## config.mk

```make
export PLATFORM = sky130hd
export DESIGN_NAME = half_float_convert_flat
export DESIGN_NICKNAME = d
export VERILOG_FILES = /design/src/design/hfc_pkg.sv /design/src/design/hfc_req_if.sv /design/src/design/hfc_rsp_if.sv /design/src/design/half_float_convert.sv /design/src/flat_wrapper.sv
export SDC_FILE = /design/constraint.sdc
export NUM_CORES = 1
export LEC_CHECK = 0
export ABC_AREA = 1
export BUFFER_PORTS_ARGS = -buffer_cell sky130_fd_sc_hd__clkbuf_2
export CAP_MARGIN = 40
export CORE_UTILIZATION = 25
export DETAILED_ROUTE_END_ITERATION = 8
export GPL_TIMING_DRIVEN = 1
export HOLD_SLACK_MARGIN = 0.05
export PLACE_DENSITY = 0.42
export SKIP_CTS_REPAIR_TIMING = 1
export SLEW_MARGIN = 20
export SYNTH_ARGS = -nofsm -noshare
export SYNTH_HDL_FRONTEND = slang
export SYNTH_SLANG_ARGS = --single-unit
export TNS_END_PERCENT = 10
```

## constraint.sdc

```tcl
create_clock -name clock -period 6.35 [get_ports clock]
set_input_delay 0.9525 -clock clock [delete_from_list [all_inputs] [get_ports clock]]
set_output_delay 0.9525 -clock clock [all_outputs]
set_load 0.05 [all_outputs]
```

## src/design/hfc_pkg.sv

```systemverilog
// Package for the half/single float converter: field widths, opcodes and
// format constants. No dependencies.
`timescale 1ns / 1ps
package hfc_pkg;

   localparam int VALUE_W  = 32;
   localparam int RESULT_W = 32;

   // Direction of conversion
   typedef enum logic {
      OP_TO_HALF   = 1'b0,
      OP_TO_SINGLE = 1'b1
   } op_type;

   localparam logic [14:0] HALF_INF   = 15'h7c00;
   localparam logic [12:0] ROUND_TIE  = 13'h1000;
   localparam logic [7:0]  BIAS_DELTA = 8'd112;
   localparam logic [7:0]  SUB_EXP    = 8'd114;
   localparam logic [7:0]  EXP_MAX    = 8'hff;
   localparam logic [4:0]  HEXP_MAX   = 5'h1f;

endpackage

```

## src/design/hfc_req_if.sv

```systemverilog
// Request channel of the converter: valid/ready handshake carrying op and value.
// Depends on hfc_pkg.
`timescale 1ns / 1ps
interface hfc_req_if;
   import hfc_pkg::*;

   logic               valid;
   logic               ready;
   logic               op;
   logic [VALUE_W-1:0] value;

   modport source (output valid, output op, output value, input ready);
   modport sink   (input valid, input op, input value, output ready);
endinterface

```

## src/design/hfc_rsp_if.sv

```systemverilog
// Response channel of the converter: valid/ready handshake carrying result.
// Depends on hfc_pkg.
`timescale 1ns / 1ps
interface hfc_rsp_if;
   import hfc_pkg::*;

   logic                valid;
   logic                ready;
   logic [RESULT_W-1:0] result;

   modport source (output valid, output result, input ready);
   modport sink   (input valid, input result, output ready);
endinterface

```

## src/design/half_float_convert.sv

```systemverilog
// Single/half precision converter, round to nearest even on narrowing.
// A request beat passes the input register, then the result register, on its
// way to response valid. Throughput: one beat per cycle while the response
// side is ready, set by the single conversion stage between the two registers.
// Reset (synchronous, active high) empties both stages; payload is not reset.
`timescale 1ns / 1ps
module half_float_convert (
   input  logic      clock,
   input  logic      reset,
   hfc_req_if.sink   req_bus,
   hfc_rsp_if.source rsp_bus
);
   import hfc_pkg::*;

   // Narrow a single pattern to half, ties to even
   function automatic logic [15:0] to_half(logic [31:0] x);
      logic        sgn;
      logic [7:0]  ex;
      logic [22:0] mant;
      logic [7:0]  d;
      logic [4:0]  sh;
      logic [24:0] sig;
      logic [24:0] q;
      logic [24:0] mask;
      logic [24:0] rem;
      logic [24:0] half;
      logic [12:0] low;
      logic [14:0] mag;
      sgn  = x[31];
      ex   = x[30:23];
      mant = x[22:0];
      sig  = {2'b01, mant};
      low  = mant[12:0];
      d    = '0;
      sh   = '0;
      q    = '0;
      mask = '0;
      rem  = '0;
      half = '0;
      mag  = '0;
      if (ex == EXP_MAX || ex >= BIAS_DELTA + 8'd31) begin
         mag = HALF_INF;
      end else if (ex == 8'd0) begin
         mag = '0;
      end else if (ex <= BIAS_DELTA) begin
         // half subnormal range, or flush to zero
         d = BIAS_DELTA - ex;
         if (d <= 8'd10) begin
            sh   = 5'(d) + 5'd14;
            q    = sig >> sh;
            mask = (25'd1 << sh) - 25'd1;
            rem  = sig & mask;
            half = 25'd1 << (sh - 5'd1);
            if (rem > half || (rem == half && q[0])) begin
               q = q + 25'd1;
            end
            mag = q[14:0];
         end
      end else begin
         // normal range; a carry out of the mantissa may reach infinity
         mag = {5'(ex - BIAS_DELTA), mant[22:13]};
         if (low > ROUND_TIE || (low == ROUND_TIE && mag[0])) begin
            mag = mag + 15'd1;
         end
      end
      return {sgn, mag};
   endfunction

   // Widen a half pattern to single exactly
   function automatic logic [31:0] to_single(logic [15:0] h);
      logic       sgn;
      logic [4:0] ex;
      logic [9:0] mant;
      logic [3:0] lz;
      logic [9:0] m;
      logic [7:0] e;
      logic [31:0] r;
      sgn  = h[15];
      ex   = h[14:10];
      mant = h[9:0];
      // leading-zero count: the highest set bit wins
      lz = 4'd0;
      for (int i = 0; i < 10; i++) begin
         if (mant[i]) begin
            lz = 4'(9 - i);
         end
      end
      m = mant << (lz + 4'd1);
      e = SUB_EXP - 8'd2 - {4'd0, lz};
      if (ex == 5'd0) begin
         if (mant == 10'd0) begin
            r = {sgn, 31'd0};
         end else begin
            r = {sgn, e, m, 13'd0};
         end
      end else if (ex == HEXP_MAX) begin
         r = {sgn, EXP_MAX, mant, 13'd0};
      end else begin
         r = {sgn, 8'({3'd0, ex}) + BIAS_DELTA, mant, 13'd0};
      end
      return r;
   endfunction

   logic               s1_valid_ff;
   op_type             s1_op_ff;
   logic [VALUE_W-1:0] s1_value_ff;
   logic                s2_valid_ff;
   op_type              s2_op_ff;
   logic [RESULT_W-1:0] s2_result_ff;
   logic [RESULT_W-1:0] s2_result_in;
   logic                s2_load;
   logic                s1_load;

   // Advance when the next stage is empty or draining
   assign s2_load       = !s2_valid_ff || rsp_bus.ready;
   assign s1_load       = !s1_valid_ff || s2_load;
   assign req_bus.ready = s1_load;

   // Convert the held beat
   always_comb begin
      case (s1_op_ff)
         OP_TO_HALF:   s2_result_in = {16'd0, to_half(s1_value_ff)};
         OP_TO_SINGLE: s2_result_in = to_single(s1_value_ff[15:0]);
         default:      s2_result_in = '0;
      endcase
   end

   // Stage valid flags
   always_ff @(posedge clock) begin
      if (reset) begin
         s1_valid_ff <= 1'b0;
         s2_valid_ff <= 1'b0;
      end else begin
         if (s1_load) begin
            s1_valid_ff <= req_bus.valid;
         end
         if (s2_load) begin
            s2_valid_ff <= s1_valid_ff;
         end
      end
   end

   // Stage payload: hold while stalled
   always_ff @(posedge clock) begin
      if (s1_load) begin
         s1_op_ff    <= op_type'(req_bus.op);
         s1_value_ff <= req_bus.value;
      end
      if (s2_load) begin
         s2_op_ff     <= s1_op_ff;
         s2_result_ff <= s2_result_in;
      end
   end

   assign rsp_bus.valid  = s2_valid_ff;
   assign rsp_bus.result = s2_result_ff;

`ifndef SYNTHESIS
   // A held beat moves to the output whenever the output stage can load
   a_stage_advance: assert property (@(posedge clock) disable iff (reset)
      s1_valid_ff && s2_load |=> rsp_bus.valid)
      else $error("held beat did not reach the output stage");

   // Half results keep the upper half clear
   a_half_upper_zero: assert property (@(posedge clock) disable iff (reset)
      rsp_bus.valid && s2_op_ff == OP_TO_HALF |-> rsp_bus.result[31:16] == 16'd0)
      else $error("half result has upper bits set");

   // A draining output never blocks the request side
   a_ready_flow: assert property (@(posedge clock) disable iff (reset)
      rsp_bus.ready |-> req_bus.ready)
      else $error("request stalled while response side drains");
`endif

endmodule

```

## src/flat_wrapper.sv

```systemverilog
// flat-port wrapper written by rule: the top's interface ports become plain ports
module half_float_convert_flat import hfc_pkg::*;
  (clock, reset, req_bus_valid, req_bus_op, req_bus_value, req_bus_ready, rsp_bus_valid, rsp_bus_result, rsp_bus_ready);
  hfc_req_if req_bus_i ();
  hfc_rsp_if rsp_bus_i ();
  input  logic clock;
  input  logic reset;
  input wire logic [$bits(req_bus_i.valid)-1:0] req_bus_valid;
  input wire logic [$bits(req_bus_i.op)-1:0] req_bus_op;
  input wire logic [$bits(req_bus_i.value)-1:0] req_bus_value;
  output wire logic [$bits(req_bus_i.ready)-1:0] req_bus_ready;
  output wire logic [$bits(rsp_bus_i.valid)-1:0] rsp_bus_valid;
  output wire logic [$bits(rsp_bus_i.result)-1:0] rsp_bus_result;
  input wire logic [$bits(rsp_bus_i.ready)-1:0] rsp_bus_ready;
  assign req_bus_i.valid = req_bus_valid;
  assign req_bus_i.op = req_bus_op;
  assign req_bus_i.value = req_bus_value;
  assign req_bus_ready = req_bus_i.ready;
  assign rsp_bus_valid = rsp_bus_i.valid;
  assign rsp_bus_result = rsp_bus_i.result;
  assign rsp_bus_i.ready = rsp_bus_ready;
  half_float_convert u_core (.clock(clock), .reset(reset), .req_bus(req_bus_i), .rsp_bus(rsp_bus_i));
endmodule
```

After elaboration in Yosys (flattened, before gate mapping)
Cells that the tools add are included.
{ "totals": {"mem_bits_rw": 0, "wordCells": 63, "reg_bits": 67, "latchBits": 0, "mem_bits_ro": 0, "memories": 0} }
{ "op_classes": {"n_bitwise": 2, "reduce_logical": 12, "div": 0, "n_lt_le_gt_ge": 5, "addsub": 10, "shifts": 4, "n_mux": 21, "multipliers": 0, "n_eq_ne": 4} }
{ "ops": {"columns": ["operator", "count"], "rows": [
  ["two-way mux 31 bit", 3],
  ["two-way mux 15 bit", 6],
  ["case mux 32 bit (2 select lines)", 1],
  ["left shift 1 x 5 -> 25 bit (first input constant)", 2],
  ["two-way mux 4 bit", 11],
  ["adder 15 x 1 -> 15 bit (second input constant)", 2],
  ["AND 24 x 25 -> 25 bit", 1],
  ["equality test 25 bit", 1],
  ["greater-than comparator 25 bit", 1],
  ["subtractor 25 x 1 -> 25 bit (second input constant)", 1],
  [">> shifter 24 x 5 -> 15 bit", 1],
  ["equality test 13 bit (second input constant)", 1],
  ["greater-than comparator 13 bit (second input constant)", 1],
  ["logical NOT 10 bit", 1],
  ["left shift 10 x 4 -> 10 bit", 1],
  ["adder 5 x 7 -> 8 bit (second input constant)", 1],
  ["equality test 8 bit (second input constant)", 1],
  ["greater-or-equal comparator 8 bit (second input constant)", 1],
  ["<= comparator 8 x 4 -> 1 bit (second input constant)", 1],
  ["<= comparator 8 x 7 -> 1 bit (second input constant)", 1],
  ["logical NOT 8 bit", 1],
  ["subtractor 7 x 4 -> 8 bit (first input constant)", 1],
  ["subtractor 7 x 8 -> 8 bit (first input constant)", 1],
  ["adder 5 x 4 -> 5 bit (second input constant)", 1],
  ["other kinds (9)", 15]
]} }

Logic depth before layout (Yosys ltp)
{ "logic_depth": {"depth_word": 16, "mapped_depth": 39} }

Worst setup path after synthesis
Ideal clock, no wire load.
{ "synth_timing": {"path_kind": "reg-to-reg", "from": "register u_core.s1_value_ff[23]", "to": "register u_core.s2_result_ff[12] (netlist: u_core.rsp_bus.result[12]), data pin", "required_ps": 6097, "setup_time_ps": 253, "path_stages_with_launch": 35, "slack_ps": 1472, "arrival_ps": 4625, "cell_sequence": "edfxtp_1 > buf_6 > inv_6 > buf_2 > ha_1 > inv_2 > clkbuf_1 > ha_1 > nand3b_1 > nand2_4 > buf_4 > nand4_1 > ha_1 > inv_1 > nor2_1 > inv_2 > nor3_2 > and3_1 > nor3_1 > ha_1 > nand2_1 > inv_1 > nand2_1 > nor3_1 > nand3_1 > nand3_1 > nand2_1 > nand2_1 > nand2_4 > nor2_4 > nand3_1 > nand3_1 > nand2_1 > nand2_1 > nand2_1"} }
{ "synth_via": {"elab_chain_len": 14} }
{ "synth_rtl": {"columns": ["item", "line", "rtl"], "rows": [
  ["start, declared", "half_float_convert.sv:106", "logic [VALUE_W-1:0] s1_value_ff;"],
  ["start signal, assigned", "half_float_convert.sv:147", "s1_value_ff <= req_bus.value;"],
  ["branches (longest 12 deep; another with subtractor 25 x 1 -> 25 bit)", null, null],
  ["two-way mux 15 bit *", "half_float_convert.sv:41", "if (ex == EXP_MAX || ex >= BIAS_DELTA + 8'd31) begin"],
  ["case mux 32 bit (2 select lines) *", "half_float_convert.sv:121", "case (s1_op_ff)"],
  ["end signal, assigned", "half_float_convert.sv:151", "s2_result_ff <= s2_result_in;"],
  ["end, declared", "half_float_convert.sv:109", "logic [RESULT_W-1:0] s2_result_ff;"]
]} }
Every way passes the cells marked *.
A chain may end at the register's enable or synchronous reset.

Final worst setup path
Ends and elaborated chain as after synthesis.

==> run metrics <==
outcome finished, final reports clean; # fillers 2,998; GRT overflow 0; largest stage delay on the critical path 0.45 ns; MaxCap Viol Count 0; htree depth 3; Sequential Area 0.00196 mm^2; most common cell in the netlist nand2_1; P per Cell Area 236 mW/mm^2; DR vias/cell 4.87; Finished Core Util 28.9%; die area 0.0280 mm^2; Final Max Slew Viols 0; fin crit share 86.8%; Post-Syn Instances 1,039; Final GP Congestion 0.890; vias in the first global route 6,671; Synth Area per Inst 6.58 um^2; nature of the critical path startpoint flip-flop; Async SR Flop Fraction 0%; share of layout cells above drive strength 1 13.7%; Fmax 181 MHz; top-area cell type share of the netlist area 28.1%; clock-pin slew on the worst setup and hold paths 0.06 ns; first-pass GRT wire length 37,700 um; clock root buffer clkbuf_16; FP Rows 60; Die Y-Extent 167 um; 1st-iter DRT viols 532; Max stage delay cell, worst path edfxtp_1; Final Non-Filler Cells 1,441; Post-synth top cells nand2_1, nand3_1, nor2_1, inv_1, a21oi_1; final setup fails 0; Setup CP Type flip-flop to flip-flop; Max-slew headroom 55.0%; worst-margin pin slew 0.668 ns; min-delay worst type flip-flop to flip-flop; syn nets 1,117; I/O Pins 71; TritonCTS clock tree done; final hold vios 0; ys flop type edfxtp_1; Core ar. 0.0269 mm^2; Max IR drop VDD 0.132 mV; Leak 3.63 nW; Routed WL per cell 16.6 um; sequential fraction of the synthesis area 28.7%; largest net degree at the start of global routing 35; Synth Register Bits 66; crit path max fanout 29; Synth cell types 45; clock skew 0.00937 ns; All-Layer GR Usage 17.5%; Num CTS Buffers 9; Synth area leader edfxtp_1; initial antenna violation count 0; Setup TNS 0 ns; total iterations of the first detailed-routing run 5; via count 7,015; fin crit period 5.51 ns; EDFF count, synth 64; Final #Nets 1,173; die width 167 um; WP data arrival 5.62 ns; yosys warns 0; antenna cells 0; # port buffers 70; Crit. End Element flip-flop; Multi-input gate area 0.00427 mm^2; cell mode on critical path nand2_1; Synth area leaders edfxtp_1, nand2_1, nand3_1, ha_1, nor2_1; clk_lat worst skew 0.35 ns; worst hold slack 0.459 ns; drt total wl 24,000 um; Area Overhead vs Synth 13.4%; Max Root-Sink Buffers 2; Placed Instances 1,424; post-DP HPWL 18,900 um; DRC violations left 0; Sink Count 66; Synth Cell Area 0.00684 mm^2; Antenna Nets Post-Route 0; required time worst endpoint 6.46 ns; RSZ-0062 raised after global routing no; Starting Density 25.5%
cell type report:
cell class | count | area share [%]
clock buffers | 9 | 2.90
multi-input cells | 834 | 55.1
flip-flops and latches | 66 | 25.3
clock inverters | 7 | 0.597
well taps | 341 | 5.50
repair buffers | 80 | 5.48
inverters | 104 | 5.16
power breakdown:
part | leakage, nW | total (W) | internal, W | switching [W]
clock | 0.127 | 0.000479 | 0.000263 | 0.000216
sequential | 0.716 | 0.000547 | 0.000513 | 0.0000340
combinational | 2.79 | 0.000806 | 0.000234 | 0.000572
total | 3.63 | 0.00183 | 0.00101 | 0.000822
worst max-delay path: cells and delay by family, from the launching register on:
kind,cells,cell delay (ns)
buf+inv,4,0.67
fa+ha+maj,2,0.64
compound gates,2,0.19
simple gates,25,3.27
flops,1,0.45
routing by layer:
| metal | global-route usage, % | wire [um] | vias to the layer above |
|---|---|---|---|
| met4 | 5.78 | 428 | 0 |
| li1 | - | - | 3598 |
| met2 | 28.1 | 11100 | 156 |
| met1 | 24.4 | 11600 | 3233 |
| met3 | 1.99 | 915 | 28 |
| met5 | 0 | 0 | - |
cell usage in the layout (no fill, tap or decap), types with 3 or more instances in the layout:
cell type   count
nand2_1       306
nand3_1       147
nand3_2         5
a31oi_1         5
nor2_1        100
nand3b_1        6
inv_1          94
nand4_1         9
o21ai_0        47
nor2_4          4
nor3_2          4
o21ai_1         7
clkinvlp_4      3
edfxtp_1       64
inv_2           7
clkinv_2        3
nor4_1          3
buf_4           9
xnor2_1         3
nor3_1         24
ha_1           41
o211ai_1        5
clkbuf_16       9
nor2_2          9
clkbuf_2       70
a21oi_1        69
nand2_2        12
xor2_1          8
nand2_4         5
final timing paths:
kind	slack (ns)	end	from	depth (start not counted)
worst min-delay path	0.46	u_core.rsp_bus.valid	u_core.s1_valid_ff	2
worst max register to register	0.84	u_core.rsp_bus.result[12]	u_core.s1_value_ff[23]	33
worst min register to register	0.46	u_core.rsp_bus.valid	u_core.s1_valid_ff	2
worst max-delay path	0.84	u_core.rsp_bus.result[12]	u_core.s1_value_ff[23]	33
flip-flops by register name, summed over array words and instances, names as in the netlist:
signal / flops
u_core.rsp_bus.result: 31
u_core.rsp_bus.valid: 1
u_core.s1_op_ff: 1
u_core.s1_valid_ff: 1
u_core.s1_value_ff: 32
cells by family (layout without fill, tap and decap cells):
| kind of cell | after synthesis | after routing | share of synthesized area, % |
|---|---|---|---|
| DFF | 66 | 66 | 28.7 |
| and+or+nand+nor | 639 | 639 | 42.1 |
| buffers and inverters | 139 | 200 | 8.93 |
| AOI/OAI and AO/OA | 143 | 143 | 11.4 |
| xor gates and xnor gates | 11 | 11 | 1.41 |
| adders and majority gates | 41 | 41 | 7.50 |
through the flow:
step	setup slack (ns)	area (um^2)	power, W
global placement	0.845	7470	0.00136
floorplan	1.47	6840	0.00116
CTS	0.830	7750	0.00185
finish	0.838	7760	0.00183
detailed placement	0.847	7480	0.00136
global route	0.302	7760	0.00197
(Power assumes the default switching activity.)
